File: config.mk
export PLATFORM = sky130hd
export DESIGN_NAME = single_wire_sensor_reader_top
export DESIGN_NICKNAME = d
export VERILOG_FILES = /design/src/rtl/core/swsr_pkg.sv /design/src/rtl/core/swsr_cfg.sv /design/src/rtl/core/swsr_core.sv /design/src/rtl/core/single_wire_sensor_reader_top.sv
export SDC_FILE = /design/constraint.sdc
export NUM_CORES = 1
export LEC_CHECK = 0
export BUFFER_PORTS_ARGS = -buffer_cell sky130_fd_sc_hd__buf_4
export CORE_ASPECT_RATIO = 1.75
export CORE_UTILIZATION = 64
export CTS_BUF_LIST = sky130_fd_sc_hd__clkbuf_8
export CTS_CLUSTER_SIZE = 8
export DETAILED_ROUTE_END_ITERATION = 16
export GPL_ROUTABILITY_DRIVEN = 0
export PLACE_DENSITY = 0.91
export RECOVER_POWER = 50
export SYNTH_ARGS = -nofsm -noshare
export SYNTH_HDL_FRONTEND = slang
export SYNTH_HIERARCHICAL = 1
export SYNTH_SLANG_ARGS = --single-unit
File: constraint.sdc
create_clock -name i_clk -period 5.9 [get_ports i_clk]
set_input_delay 0 -clock i_clk [delete_from_list [all_inputs] [get_ports i_clk]]
set_output_delay 0 -clock i_clk [all_outputs]
set_load 0.03 [all_outputs]
File: src/rtl/core/swsr_pkg.sv
// Shared types and constants for the single-wire sensor reader.
package swsr_pkg;

    localparam int unsigned HOLD_W   = 16;
    localparam int unsigned BYTE_W   = 8;
    localparam int unsigned CFG_IDX_W = 3;
    localparam int unsigned CFG_DAT_W = 16;
    localparam int unsigned FRAME_BYTES = 5;

    localparam logic [CFG_IDX_W-1:0] CFG_LOW_HOLD  = 3'd0;
    localparam logic [CFG_IDX_W-1:0] CFG_HIGH_HOLD = 3'd1;
    localparam logic [CFG_IDX_W-1:0] CFG_THRESHOLD = 3'd2;
    localparam logic [CFG_IDX_W-1:0] CFG_TIMEOUT   = 3'd3;

    localparam logic [HOLD_W-1:0] RST_LOW_HOLD  = 16'd18000;
    localparam logic [BYTE_W-1:0] RST_HIGH_HOLD = 8'd40;
    localparam logic [BYTE_W-1:0] RST_THRESHOLD = 8'd16;
    localparam logic [BYTE_W-1:0] RST_TIMEOUT   = 8'd255;

    localparam logic [7:0] MAX_TRANSITIONS = 8'd85;
    localparam logic [7:0] FIRST_DATA_EDGE = 8'd4;
    localparam logic [5:0] FRAME_BITS      = 6'd40;

    typedef struct packed {
        logic [HOLD_W-1:0] low_hold_ticks;
        logic [BYTE_W-1:0] high_hold_ticks;
        logic [BYTE_W-1:0] bit_threshold;
        logic [BYTE_W-1:0] timeout_ticks;
    } t_cfg;

    typedef struct packed {
        logic              drive_low;
        logic              drive_enable;
        logic              busy_res;
        logic              done_res;
        logic              reading_ok;
        logic [BYTE_W-1:0] humidity_whole;
        logic [BYTE_W-1:0] humidity_fraction;
        logic [BYTE_W-1:0] temperature_whole;
        logic [BYTE_W-1:0] temperature_fraction;
    } t_result;

endpackage

File: src/rtl/core/swsr_cfg.sv
// Configuration register file for the sensor reader.
module swsr_cfg (
    input  logic                           i_clk,
    input  logic                           i_rst_n,
    input  logic                           i_cfg_we,
    input  logic [swsr_pkg::CFG_IDX_W-1:0] i_cfg_index,
    input  logic [swsr_pkg::CFG_DAT_W-1:0] i_cfg_data,
    output swsr_pkg::t_cfg                 o_cfg
);

    swsr_pkg::t_cfg r_cfg;

    always_ff @(posedge i_clk) begin
        if (!i_rst_n) begin
            r_cfg.low_hold_ticks  <= swsr_pkg::RST_LOW_HOLD;
            r_cfg.high_hold_ticks <= swsr_pkg::RST_HIGH_HOLD;
            r_cfg.bit_threshold   <= swsr_pkg::RST_THRESHOLD;
            r_cfg.timeout_ticks   <= swsr_pkg::RST_TIMEOUT;
        end else if (i_cfg_we) begin
            unique case (i_cfg_index)
                swsr_pkg::CFG_LOW_HOLD:  r_cfg.low_hold_ticks  <= i_cfg_data;
                swsr_pkg::CFG_HIGH_HOLD: r_cfg.high_hold_ticks <= i_cfg_data[7:0];
                swsr_pkg::CFG_THRESHOLD: r_cfg.bit_threshold   <= i_cfg_data[7:0];
                swsr_pkg::CFG_TIMEOUT:   r_cfg.timeout_ticks   <= i_cfg_data[7:0];
                default: ;
            endcase
        end
    end

    assign o_cfg = r_cfg;

endmodule

File: src/rtl/core/swsr_core.sv
// Per-tick reader state machine: hold timing, run counting, bit capture, checksum.
module swsr_core (
    input  logic                i_clk,
    input  logic                i_rst_n,
    input  logic                i_accept,
    input  logic                i_start_req,
    input  logic                i_line_level,
    input  swsr_pkg::t_cfg      i_cfg,
    output swsr_pkg::t_result   o_result
);

    typedef enum logic [1:0] {
        PH_IDLE,
        PH_LOW,
        PH_HIGH,
        PH_RECV
    } t_phase;

    t_phase                          r_phase, n_phase;
    logic [swsr_pkg::HOLD_W-1:0]     r_hold, n_hold;
    logic                            r_prev, n_prev;
    logic [7:0]                      r_run, n_run;
    logic [7:0]                      r_trans, n_trans;
    logic [5:0]                      r_bits, n_bits;
    logic [7:0]                      r_frame [swsr_pkg::FRAME_BYTES];
    logic [7:0]                      n_frame [swsr_pkg::FRAME_BYTES];
    logic [31:0]                     r_good, n_good;
    logic                            done;
    logic                            ok;
    logic                            finish;
    logic                            bit_val;
    logic [7:0]                      sum;

    always_comb begin
        n_phase = r_phase;
        n_hold  = r_hold;
        n_prev  = r_prev;
        n_run   = r_run;
        n_trans = r_trans;
        n_bits  = r_bits;
        n_frame = r_frame;
        finish  = 1'b0;
        bit_val = (r_run > i_cfg.bit_threshold);
        unique case (r_phase)
            PH_IDLE: begin
                if (i_start_req) begin
                    for (int i = 0; i < swsr_pkg::FRAME_BYTES; i++) begin
                        n_frame[i] = 8'd0;
                    end
                    n_bits  = 6'd0;
                    n_trans = 8'd0;
                    n_run   = 8'd0;
                    n_prev  = 1'b1;
                    n_hold  = 16'd1;
                    n_phase = PH_LOW;
                end
            end
            PH_LOW: begin
                if (r_hold >= i_cfg.low_hold_ticks) begin
                    n_hold  = 16'd1;
                    n_phase = PH_HIGH;
                end else begin
                    n_hold = r_hold + 16'd1;
                end
            end
            PH_HIGH: begin
                if (r_hold >= {8'd0, i_cfg.high_hold_ticks}) begin
                    n_hold  = 16'd0;
                    n_run   = 8'd0;
                    n_trans = 8'd0;
                    n_prev  = 1'b1;
                    n_phase = PH_RECV;
                end else begin
                    n_hold = r_hold + 16'd1;
                end
            end
            PH_RECV: begin
                if (i_line_level == r_prev) begin
                    n_run = r_run + 8'd1;
                    if (n_run >= i_cfg.timeout_ticks) begin
                        finish = 1'b1;
                    end
                end else begin
                    if (r_trans >= swsr_pkg::FIRST_DATA_EDGE && !r_trans[0]
                            && r_bits < swsr_pkg::FRAME_BITS) begin
                        for (int i = 0; i < swsr_pkg::FRAME_BYTES; i++) begin
                            if (r_bits[5:3] == 3'(i)) begin
                                n_frame[i] = {r_frame[i][6:0], bit_val};
                            end
                        end
                        n_bits = r_bits + 6'd1;
                    end
                    n_prev  = i_line_level;
                    n_run   = 8'd0;
                    n_trans = r_trans + 8'd1;
                    if (n_trans >= swsr_pkg::MAX_TRANSITIONS) begin
                        finish = 1'b1;
                    end
                end
            end
            default: ;
        endcase

        // checksum over the frame as it stands after this beat
        sum    = n_frame[0] + n_frame[1] + n_frame[2] + n_frame[3];
        done   = finish;
        ok     = finish && (n_bits >= swsr_pkg::FRAME_BITS) && (n_frame[4] == sum);
        n_good = ok ? {n_frame[0], n_frame[1], n_frame[2], n_frame[3]} : r_good;
        if (finish) begin
            n_phase = PH_IDLE;
        end
    end

    always_ff @(posedge i_clk) begin
        if (!i_rst_n) begin
            r_phase <= PH_IDLE;
            r_hold  <= 16'd0;
            r_prev  <= 1'b1;
            r_run   <= 8'd0;
            r_trans <= 8'd0;
            r_bits  <= 6'd0;
            for (int i = 0; i < swsr_pkg::FRAME_BYTES; i++) begin
                r_frame[i] <= 8'd0;
            end
            r_good  <= 32'd0;
        end else if (i_accept) begin
            r_phase <= n_phase;
            r_hold  <= n_hold;
            r_prev  <= n_prev;
            r_run   <= n_run;
            r_trans <= n_trans;
            r_bits  <= n_bits;
            r_frame <= n_frame;
            r_good  <= n_good;
        end
    end

    always_comb begin
        o_result.drive_low            = (n_phase == PH_LOW);
        o_result.drive_enable         = (n_phase == PH_LOW) || (n_phase == PH_HIGH);
        o_result.busy_res             = (n_phase != PH_IDLE);
        o_result.done_res             = done;
        o_result.reading_ok           = ok;
        o_result.humidity_whole       = n_good[31:24];
        o_result.humidity_fraction    = n_good[23:16];
        o_result.temperature_whole    = n_good[15:8];
        o_result.temperature_fraction = n_good[7:0];
    end

endmodule

File: src/rtl/core/single_wire_sensor_reader_top.sv
// Top level of the single-wire sensor reader: config, tick core and result register.
//
//  channel | handshake                  | payload
//  --------+----------------------------+-----------------------------------------
//  tick in | i_in_valid / o_in_ready    | i_start_req, i_line_level
//  result  | o_out_valid / i_out_ready  | o_drive_low .. o_temperature_fraction
//  config  | i_cfg_we                   | i_cfg_index, i_cfg_data
//
// One tick beat per cycle unless the output stalls; the core steps once per beat.
// The result of a beat shows in the output register the next cycle.
// Synchronous active-low reset: reader idle, state at defaults; r_out is not reset.
// A stalled result holds; a new tick is taken in the cycle the held result is taken.
module single_wire_sensor_reader_top (
    input  logic                           i_clk,
    input  logic                           i_rst_n,
    input  logic                           i_in_valid,
    output logic                           o_in_ready,
    input  logic                           i_start_req,
    input  logic                           i_line_level,
    output logic                           o_out_valid,
    input  logic                           i_out_ready,
    output logic                           o_drive_low,
    output logic                           o_drive_enable,
    output logic                           o_busy_res,
    output logic                           o_done_res,
    output logic                           o_reading_ok,
    output logic [7:0]                     o_humidity_whole,
    output logic [7:0]                     o_humidity_fraction,
    output logic [7:0]                     o_temperature_whole,
    output logic [7:0]                     o_temperature_fraction,
    input  logic                           i_cfg_we,
    input  logic [swsr_pkg::CFG_IDX_W-1:0] i_cfg_index,
    input  logic [swsr_pkg::CFG_DAT_W-1:0] i_cfg_data
);

    swsr_pkg::t_cfg    cfg;
    swsr_pkg::t_result n_out;
    swsr_pkg::t_result r_out;
    logic              r_out_valid;
    logic              accept;

    assign o_in_ready = !r_out_valid || i_out_ready;
    assign accept     = i_in_valid && o_in_ready;

    swsr_cfg u_cfg (
        .i_clk       (i_clk),
        .i_rst_n     (i_rst_n),
        .i_cfg_we    (i_cfg_we),
        .i_cfg_index (i_cfg_index),
        .i_cfg_data  (i_cfg_data),
        .o_cfg       (cfg)
    );

    swsr_core u_core (
        .i_clk        (i_clk),
        .i_rst_n      (i_rst_n),
        .i_accept     (accept),
        .i_start_req  (i_start_req),
        .i_line_level (i_line_level),
        .i_cfg        (cfg),
        .o_result     (n_out)
    );

    always_ff @(posedge i_clk) begin
        if (!i_rst_n) begin
            r_out_valid <= 1'b0;
        end else if (accept) begin
            r_out_valid <= 1'b1;
        end else if (i_out_ready) begin
            r_out_valid <= 1'b0;
        end
    end

    always_ff @(posedge i_clk) begin
        if (accept) begin
            r_out <= n_out;
        end
    end

    assign o_out_valid            = r_out_valid;
    assign o_drive_low            = r_out.drive_low;
    assign o_drive_enable         = r_out.drive_enable;
    assign o_busy_res             = r_out.busy_res;
    assign o_done_res             = r_out.done_res;
    assign o_reading_ok           = r_out.reading_ok;
    assign o_humidity_whole       = r_out.humidity_whole;
    assign o_humidity_fraction    = r_out.humidity_fraction;
    assign o_temperature_whole    = r_out.temperature_whole;
    assign o_temperature_fraction = r_out.temperature_fraction;

endmodule

# == Word-level counts from Yosys, hierarchy flattened ==
# Cells that the tools add are included.
# word_totals
ff_bits,191
input_bits,26
# classes
add_sub_neg,7
mux,39
magnitude_cmp,8
reduce_logical,23
n_eq_ne,17
# ops
cell,n
$mux W40,3
$pmux W40 S2,1
$mux W8,9
$mux W16,3
$pmux W16 S3,1
$pmux W8 S3,2
$mux W32,1
$add A8 B8 Y8,3
$mux W6,3
$add A16 B1 Y16 const B,1
$add A8 B1 Y8 const B,2
$ge A16 B16 Y1,1
$ge A16 B8 Y1,1
$eq A3 B2 Y1 const B,4
$pmux W6 S2,1
$mux W1,9
$eq A8 B8 Y1,1
$ge A8 B3 Y1 const B,1
$ge A8 B7 Y1 const B,1
$ge A8 B8 Y1,1
$gt A8 B8 Y1,1
$mux W2,4
$reduce_and A2 Y1,4
$add A6 B1 Y6 const B,1
21 further kinds,35

# == Logic depth before layout (Yosys ltp) ==
# Gate-level depths: netlist (run 1).
# logic_depth
ltp_word,12
ltp_mapped,25
mapped_depth_nobuf,23

# == Cells and area by module ==
# The synthesis (run 1) kept the hierarchy.
# by_module_without_submodules
module,area_each_um2,n_inst,cells_per_inst
swsr_core,7966.4,1,954
swsr_cfg,1637.8,1,161
single_wire_sensor_reader_top,1168.6,1,42

# == Worst setup path before layout (run 1) ==
# Ideal clock, no wire load.
# synth_timing
path_kind,register to register
from,register u_core.r_phase[0]
to,"register r_out, in the netlist o_temperature_fraction[7], data pin"
setup_slack_ns,0.470
stages_incl_launch_ff,23
arrival_ns,5.168
required_time_ns,5.638
path_cell_list,dfxtp_1 > inv_1 > ha_1 > nor2_1 > o21ai_1 > a22o_1 > fa_1 > inv_1 > fa_1 > inv_1 > ha_1 > inv_1 > fa_1 > nor2b_1 > o21ai_0 > nand2b_1 > a21o_1 > a21oi_1 > xnor2_1 > xor3_2 > nor2_4 > buf_6 > mux2_1
# synth_lines
element,line_no,source
start: declaration,swsr_core.sv:19,"t_phase r_phase, n_phase;"
start signal: assignment,swsr_core.sv:127,r_phase <= n_phase;
end signal: assignment,single_wire_sensor_reader_top.sv:76,r_out <= n_out;
end: declaration,single_wire_sensor_reader_top.sv:38,swsr_pkg::t_result r_out;

# == Final worst setup path (run 1) ==
# layout_timing
from,register u_core.r_phase[0]
to,register u_core.r_good[12]
# layout_between
elab_chain_len,8
word_cells_on_any_way,13
classes_between,add/sub (3); order compare (1); eq/ne (2); mux (4); reduce/logical (3)
# layout_rtl
element,line_no,source
$eq A2 B2 Y1 or $logic_not A2 Y1 (tied branches),swsr_core.sv:44,unique case (r_phase)
$pmux W40 S2,swsr_core.sv:44,
$add A8 B8 Y8 (3 in a row),swsr_core.sv:105,sum = n_frame[0] + n_frame[1] + n_frame[2] + n_frame[3];
$eq A8 B8 Y1,swsr_core.sv:107,ok = finish && (n_bits >= swsr_pkg::FRAME_BITS) && (n_frame[4] == sum);
$logic_and A1 B1 Y1,swsr_core.sv:107,
$mux W32 *,swsr_core.sv:108,"n_good = ok ? {n_frame[0], n_frame[1], n_frame[2], n_frame[3]} : r_good;"
end signal: assignment,swsr_core.sv:134,r_good <= n_good;
end: declaration,swsr_core.sv:27,"logic [31:0] r_good, n_good;"
# Mark *: on every way between the ends. The rest lies on a longest branch, timed or not.
# A chain may end at the register's enable or synchronous reset.

==> results of run 1 <==
-- how the worst max path moves through the flow --
stage | endpoint | slack, ns | depth (start not counted)
3_3_place_gp | u_core/r_good[14] | 0.31 | 23
3_5_place_dp | u_core/r_good[14] | 0.12 | 23
2_1_floorplan | o_temperature_fraction[7] | 0.47 | 22
5_1_grt | u_core/r_good[12] | -0.03 | 23
6_report | u_core/r_good[12] | 0.27 | 23
4_1_cts | u_core/r_good[12] | 0.09 | 22
-- worst min-delay path: stages --
cell,delay [ns]
sky130_fd_sc_hd__buf_4,0.12
sky130_fd_sc_hd__nand4b_1,0.25
sky130_fd_sc_hd__mux2i_1,0.11
-- flip-flops by register name (all words and copies together) (netlist names), 2 cells and up --
name                    flops
u_cfg/o_cfg                40
u_core/r_frame             40
u_core/r_good              32
u_core/r_hold              16
o_humidity_fraction         8
o_humidity_whole            8
o_temperature_fraction      8
o_temperature_whole         8
u_core/r_run                8
u_core/r_trans              8
u_core/r_bits               6
u_core/r_phase              2
-- power by group through the flow --
stage                     Sequential [mW]  Combinational [mW]  Clock (mW)
after floorplan                      1.42               0.127           0
after global placement               1.40               0.226           0
after detailed placement             1.40               0.231           0
after CTS                            1.37               0.244       0.808
after global routing                 1.37               0.257       0.860
final                                1.37               0.238       0.801
-- per-stage QoR --
step                       util  instances
after floorplan               -       1157
after global placement    0.694       1401
after detailed placement  0.694       1401
after CTS                 0.728       1452
after global routing      0.722       1456
final                     0.722       1456
-- final cells by class --
class	count	area, um2	area share
Tap cell	224	280	0.0236
Inverter	74	278	0.0234
Timing Repair Buffer	110	736	0.0619
Sequential cell	191	4200	0.353
Clock buffer	17	234	0.0197
Multi-Input combinational cell	825	6030	0.507
Clock inverter	15	128	0.0107
-- synthesized netlist by cell type (all sizes together) (3+ instances only) --
cell type,instances
dfxtp,154
nand2,92
nor2,80
inv,72
ha,61
o21ai,58
a21oi,50
mux2i,47
clkbuf,41
a22oi,38
nor3,38
edfxtp,37
a31oi,34
nor2b,32
a22o,30
buf,26
mux2,25
nor4,24
a211oi,18
and3,18
nand2b,18
nand3,17
a21o,15
fa,14
o21a,12
and2,11
xnor2,10
xor2,9
nand4,7
o211ai,6
o221a,6
a211o,5
a221o,3
and4,3
o311ai,3
or4,3
-- metal layers --
layer | share of wire | vias up
met4 | 0.066 | 0
met1 | 0.36 | 4335
li1 | - | 4327
met5 | 0 | -
met2 | 0.53 | 363
met3 | 0.046 | 119
-- logic make-up after synthesis --
logic type | Yosys count | synth area share
fa+ha+maj | 75 | 0.0969
simple gates | 360 | 0.177
buf+inv | 141 | 0.0553
flops | 191 | 0.389
mux | 72 | 0.0698
compound gates | 296 | 0.189
xor+xnor | 22 | 0.0228
-- repair_timing --
action	4_1_cts	5_1_grt
endpoints found under the setup margin	1	64
pin swaps	0	2
setup buffers	0	4
endpoints found under the hold margin	42	0
gates resized for setup	2	12
hold buffers	19	0
==> results.md, run 1 <==
* Result of the run: finished with violations
* Failing checks: capacitance limit, slew limit
* Detailed-routing iteration count for the pre-antenna-repair pass at 8
* Worst-path maximum fanout at 32
* Total length of routed wires at 26200 um
* Worst-case hold slack at 0.0589 ns
* Routed via count divided by cell count at 6.28
* Cell area after synthesis at 0.0108 mm2
* # fillers at 1220
* Met1 usage in global routing at 0.317
* Number of synthesis warnings at 6
* Path category of the worst min-delay check: input port to flip-flop
* Vias in the first global route at 9098
* DR DRC count at 0
* Post-route setup TNS at 0 ns
* Area grow syn2layout at 10.3%
* DIE AREA at 0.0174 mm2
* Leading cell types by total area after synthesis: sky130_fd_sc_hd__dfxtp_1, sky130_fd_sc_hd__edfxtp_1, sky130_fd_sc_hd__ha_1, sky130_fd_sc_hd__mux2i_1, sky130_fd_sc_hd__nand2_1
* Critical Path Sink Type: flip-flop
* Setup violators final at 0
* Startpoint type of the worst setup path: flip-flop
* Largest area contributor in the netlist: sky130_fd_sc_hd__dfxtp_1
* Ports placed on the boundary at 65
* Leak Pwr at 4.72 nW
* Total half-perimeter wirelength after legalization and detailed placement at 18800 um
* Distinct cell type count of the synthesized netlist at 84
* Reg2Reg Depth at 23
* Worst slack after detailed placement at 0.117 ns
* Data required time of the critical path at 6.21 ns
* Sw frac at 0.279
* PnR worst setup slack at 0.265 ns
* Latest clock arrival within the worst-skew pair at 0.48 ns
* Mean Syn Cell Area at 9.31 um2
* Crit path largest cell delay at 0.50 ns
* Relative contribution of sequential cells to total power at 0.568
* Pwr/cell area at 202 mW/mm2
* Total global routing track utilization at 0.308
* Root buffer selected by CTS: sky130_fd_sc_hd__clkbuf_8
* Yosys top cell area share at 0.286
* Most used routing layer in global routing: met2
* Core outline area at 0.0164 mm2
* Routed Antenna Nets at 0
* Critical Path Slowest Stage Cell: sky130_fd_sc_hd__fa_1
* Design Area, Final at 0.0119 mm2
* Grt total ovfl at 0
* Hold path startpoint: i_cfg_we
* Post-route minimum period at 5.63 ns
* Sw power at 0.671 mW
* Transition time at the pin with the least slew margin at 2.96 ns
* Worst r2r src: u_core/r_phase[0]
* Clock-pin slew reported for the worst setup and hold paths after clock tree synthesis at 0.10 ns
* Top library cells by usage in the layout, fill and taps aside: sky130_fd_sc_hd__dfxtp_1, sky130_fd_sc_hd__nand2_1, sky130_fd_sc_hd__nor2_1
* Net count, final at 1320
* Starting density of the core at 0.655
* Cell Chain, Critical Path: inv_1 > ha_1 > inv_1 > nand2_2 > buf_4 > nor2_4 > a22oi_1 > buf_4 > fa_1 > inv_1 > fa_1 > ha_1 > and3b_1 > a211oi_1 > o311ai_1 > nor4_1 > o22ai_1 > nor4_4 > nand3_2 > buf_4 > nor3_4 > buf_4 > a211oi_1
* Cell depth of the worst min-delay path at 3
* X dimension of the die at 100 um
* Setup skew after layout at 0.0148 ns
* DRT iter0 DRCs at 754
* Global-route met2 utilization at 0.567
* Inserted Clock Buffers at 17
* Worst endpoint data arrival time at 5.94 ns
* Reg-to-reg setup timing slack at 0.27 ns
* Final max-slew violation count at 82
* Clock group share of total power at 0.333
* Synth Instances at 1157
* CP bufs+invs at 7
* Cell Rows at 62
* Detail-routed net length per standard cell at 18.0 um
* Commonest non-fill, non-tap cell in the layout: sky130_fd_sc_hd__dfxtp_1
* Share of the yosys chip area belonging to registers at 0.389
* Start point of the critical path: u_core/r_phase[0]
* Internal cell power at 1.73 mW
* Most frequent CP cell: sky130_fd_sc_hd__buf_4
* Post-layout power at 2.41 mW
* Largest net degree at the start of global routing at 89
* Primary FF master, synth: sky130_fd_sc_hd__dfxtp_1
* Maximum vdd drop at 0.135 mV
* CTS max path bufs at 2
* First-pass GRT wire length at 42600 um
* CTS tree: yes
* Post-synthesis register bit count at 191
* Initial antenna violation count at 0
* Number of vias in the routed layout at 9144
* Hold violation count in the final report at 0
* Total inserted antenna cells at 0
* H-tree Lvls at 4
* Count of flip-flops with a built-in enable after synthesis at 37
* Type of the worst setup path: flip-flop to flip-flop
* Post-DP Area at 0.0114 mm2
* Mapped Nets at 1258
* Maximum capacitance violations at 1
* Die height at 174 um
* Share of power burned in combinational logic at 0.099
* TritonCTS Sinks at 191
* Met3 track utilization from global routing at 0.0480
* Slew margin rel. at -0.974
* Capture point of the worst reg-to-reg path: u_core/r_good[12]
* Final period utilization at 0.955
* Cell family with the largest share of critical-path delay: adder cells
* Layout cell share with drive strength beyond 1 at 0.0958
* Hold endpoint: u_cfg/o_cfg[5]
* Synth async-reset ratio at 0
* Buffers on Ports at 64
* Peak Freq at 177 MHz
No activity file was read; power rests on OpenSTA's default activity.
==> run 2, diff against run 1 <==
Settings changed: RECOVER_POWER 50 to 25.
==> run 2 against run 1 <==
  * The run still ends with capacitance limit, slew limit left
  * Final area grew 0.51%
  * Final cell count is the same
  * Clock skew shrank 0.0032 ns
  * Worst hold slack gained 0.0080 ns
  * First-iteration DRC count shrank 11%
  * Routed wire length grew 0.46%
  * Fmax shrank 0.26%
  * Setup slack lost 0.015 ns
  * Global-route usage is the same
  * Sequential power is essentially flat
  * Critical path type unchanged
==> results.md, run 2 (same netlist as run 1, synthesis figures left out) <==
* First-pass GRT wire length at 42600 um
* Met3 Routed Length at 1070 um
* Peak Freq at 177 MHz
* Setup skew after layout at 0.0115 ns
* # fillers at 1202
* Buffers on Ports at 64
* H-tree Lvls at 4
* Post-DP Area at 0.0114 mm2
* Sw frac at 0.278
* Latest clock arrival within the worst-skew pair at 0.48 ns
* Most frequent CP cell: sky130_fd_sc_hd__buf_4
* Leak Pwr at 4.78 nW
* Met1 wire length at 9600 um
* Cell family with the largest share of critical-path delay: adder cells
* Total inserted antenna cells at 0
* Sw power at 0.671 mW
* Clock-pin slew reported for the worst setup and hold paths after clock tree synthesis at 0.10 ns
* Clock group share of total power at 0.332
* Total half-perimeter wirelength after legalization and detailed placement at 18800 um
* Post-layout power at 2.41 mW
* Inserted Clock Buffers at 17
* Vias in the first global route at 9098
* Worst-path maximum fanout at 32
* Worst endpoint data arrival time at 5.95 ns
* Net count, final at 1320
* Transition time at the pin with the least slew margin at 3.01 ns
* Pwr/cell area at 202 mW/mm2
* Detailed-routing iteration count for the pre-antenna-repair pass at 7
* Relative contribution of sequential cells to total power at 0.567
* DR DRC count at 0
* Crit path largest cell delay at 0.50 ns
* Failing checks: capacitance limit, slew limit
* Design Area, Final at 0.0119 mm2
* DRT iter0 DRCs at 671
* Cell Rows at 62
* Top library cells by usage in the layout, fill and taps aside: sky130_fd_sc_hd__dfxtp_1, sky130_fd_sc_hd__nand2_1, sky130_fd_sc_hd__nor2_1
* Number of cells in the design after placement at 1401
* Cell Chain, Critical Path: inv_1 > ha_1 > inv_1 > nand2_2 > buf_4 > nor2_4 > a22oi_1 > buf_4 > fa_1 > inv_1 > fa_1 > ha_1 > and3b_1 > a211oi_1 > o311ai_1 > nor4_1 > o22ai_1 > nor4_4 > nand3_2 > buf_4 > nor3_4 > buf_4 > a211oi_1
* Count of cell instances traversed by the critical path at 23
* Routed via count divided by cell count at 6.29
* Post-route setup TNS at 0 ns
* Share of power burned in combinational logic at 0.101
* Number of vias in the routed layout at 9154
* Hold violation count in the final report at 0
* Initial antenna violation count at 0
* Detail-routed net length per standard cell at 18.1 um
* Area grow syn2layout at 10.8%
* Starting density of the core at 0.655
* Die height at 174 um
* Data required time of the critical path at 6.20 ns
* Maximum vdd drop at 0.134 mV
* Grt total ovfl at 0
* DIE AREA at 0.0174 mm2
* TritonCTS Sinks at 191
* CTS tree: yes
* Reg-to-reg setup timing slack at 0.25 ns
* Fin util at 0.726
* Layout cell share with drive strength beyond 1 at 0.109
* Post-route minimum period at 5.65 ns
* Maximum capacitance violations at 1
* Critical Path Sink Type: flip-flop
* Path category of the worst min-delay check: input port to flip-flop
* Final max-slew violation count at 82
* Routed Antenna Nets at 0
* Type of the worst setup path: flip-flop to flip-flop
* Largest net degree at the start of global routing at 89
* Result of the run: finished with violations
* CP bufs+invs at 7
* Max Used Layer: met4
* Final period utilization at 0.958
* Sum of met2 wire segment lengths after detailed routing at 14000 um
* Setup violators final at 0
* Root buffer selected by CTS: sky130_fd_sc_hd__clkbuf_8
* Cell depth of the worst min-delay path at 3
* Reg2Reg Depth at 23
* Slew margin rel. at -1.00
* Total global routing track utilization at 0.308
* CTS max path bufs at 2
* Total length of routed wires at 26300 um
* Post-route non-filler standard cell count at 1456
* Core outline area at 0.0164 mm2
* Internal cell power at 1.74 mW
* Ports placed on the boundary at 65
* Commonest non-fill, non-tap cell in the layout: sky130_fd_sc_hd__dfxtp_1
* Startpoint type of the worst setup path: flip-flop
* Critical Path Slowest Stage Cell: sky130_fd_sc_hd__fa_1
* X dimension of the die at 100 um
run 2: path summary, 6_finish.rpt:
| path | start | end |
|---|---|---|
| max | u_core/r_phase[1] | u_core/r_good[12] |
| min | i_cfg_we | u_cfg/o_cfg[5] |
| max reg2reg | u_core/r_phase[1] | u_core/r_good[12] |
| min reg2reg | u_core/r_frame[39] | u_core/r_frame[39] |
run 2: tightest hold or removal path, cell delays in order:
cell and delay [ns]:
sky130_fd_sc_hd__buf_4 0.12, sky130_fd_sc_hd__nand4b_1 0.26, sky130_fd_sc_hd__mux2i_1 0.11
run 2: per-stage QoR:
stage	hold slack, ns	setup slack [ns]
after global placement	0.247	0.307
after CTS	0.0484	0.0869
after floorplan	0.137	0.470
after global routing	0.0626	-0.0343
final	0.0669	0.250
after detailed placement	0.258	0.117
run 2: power by group through the flow:
stage          Clock (mW)  Combinational (mW)  Sequential [mW]
2_1_floorplan           0               0.127             1.42
3_3_place_gp            0               0.226             1.40
3_5_place_dp            0               0.231             1.40
4_1_cts             0.808               0.244             1.37
5_1_grt             0.860               0.262             1.37
6_report            0.800               0.244             1.37
run 2: layer usage:
layer | track usage | up-vias
met5 | 0 | -
met2 | 0.567 | 349
met4 | 0.196 | 0
met1 | 0.317 | 4369
li1 | - | 4324
met3 | 0.0480 | 112
run 2: area by class of cell:
class,count,area [um2],area share
Clock buffer,17,234,0.0196
Clock inverter,15,128,0.0107
Inverter,74,278,0.0233
Multi-Input combinational cell,825,6040,0.506
Sequential cell,191,4200,0.351
Tap cell,224,280,0.0235
Timing Repair Buffer,110,785,0.0657
run 2: repair_timing:
action | 4_1_cts | 5_1_grt
setup endpoints to repair | 1 | 64
hold endpoints to repair | 42 | 0
buffers inserted | 0 | 4
pin swaps | 0 | 2
resized for setup | 2 | 12
hold buffers | 19 | 0
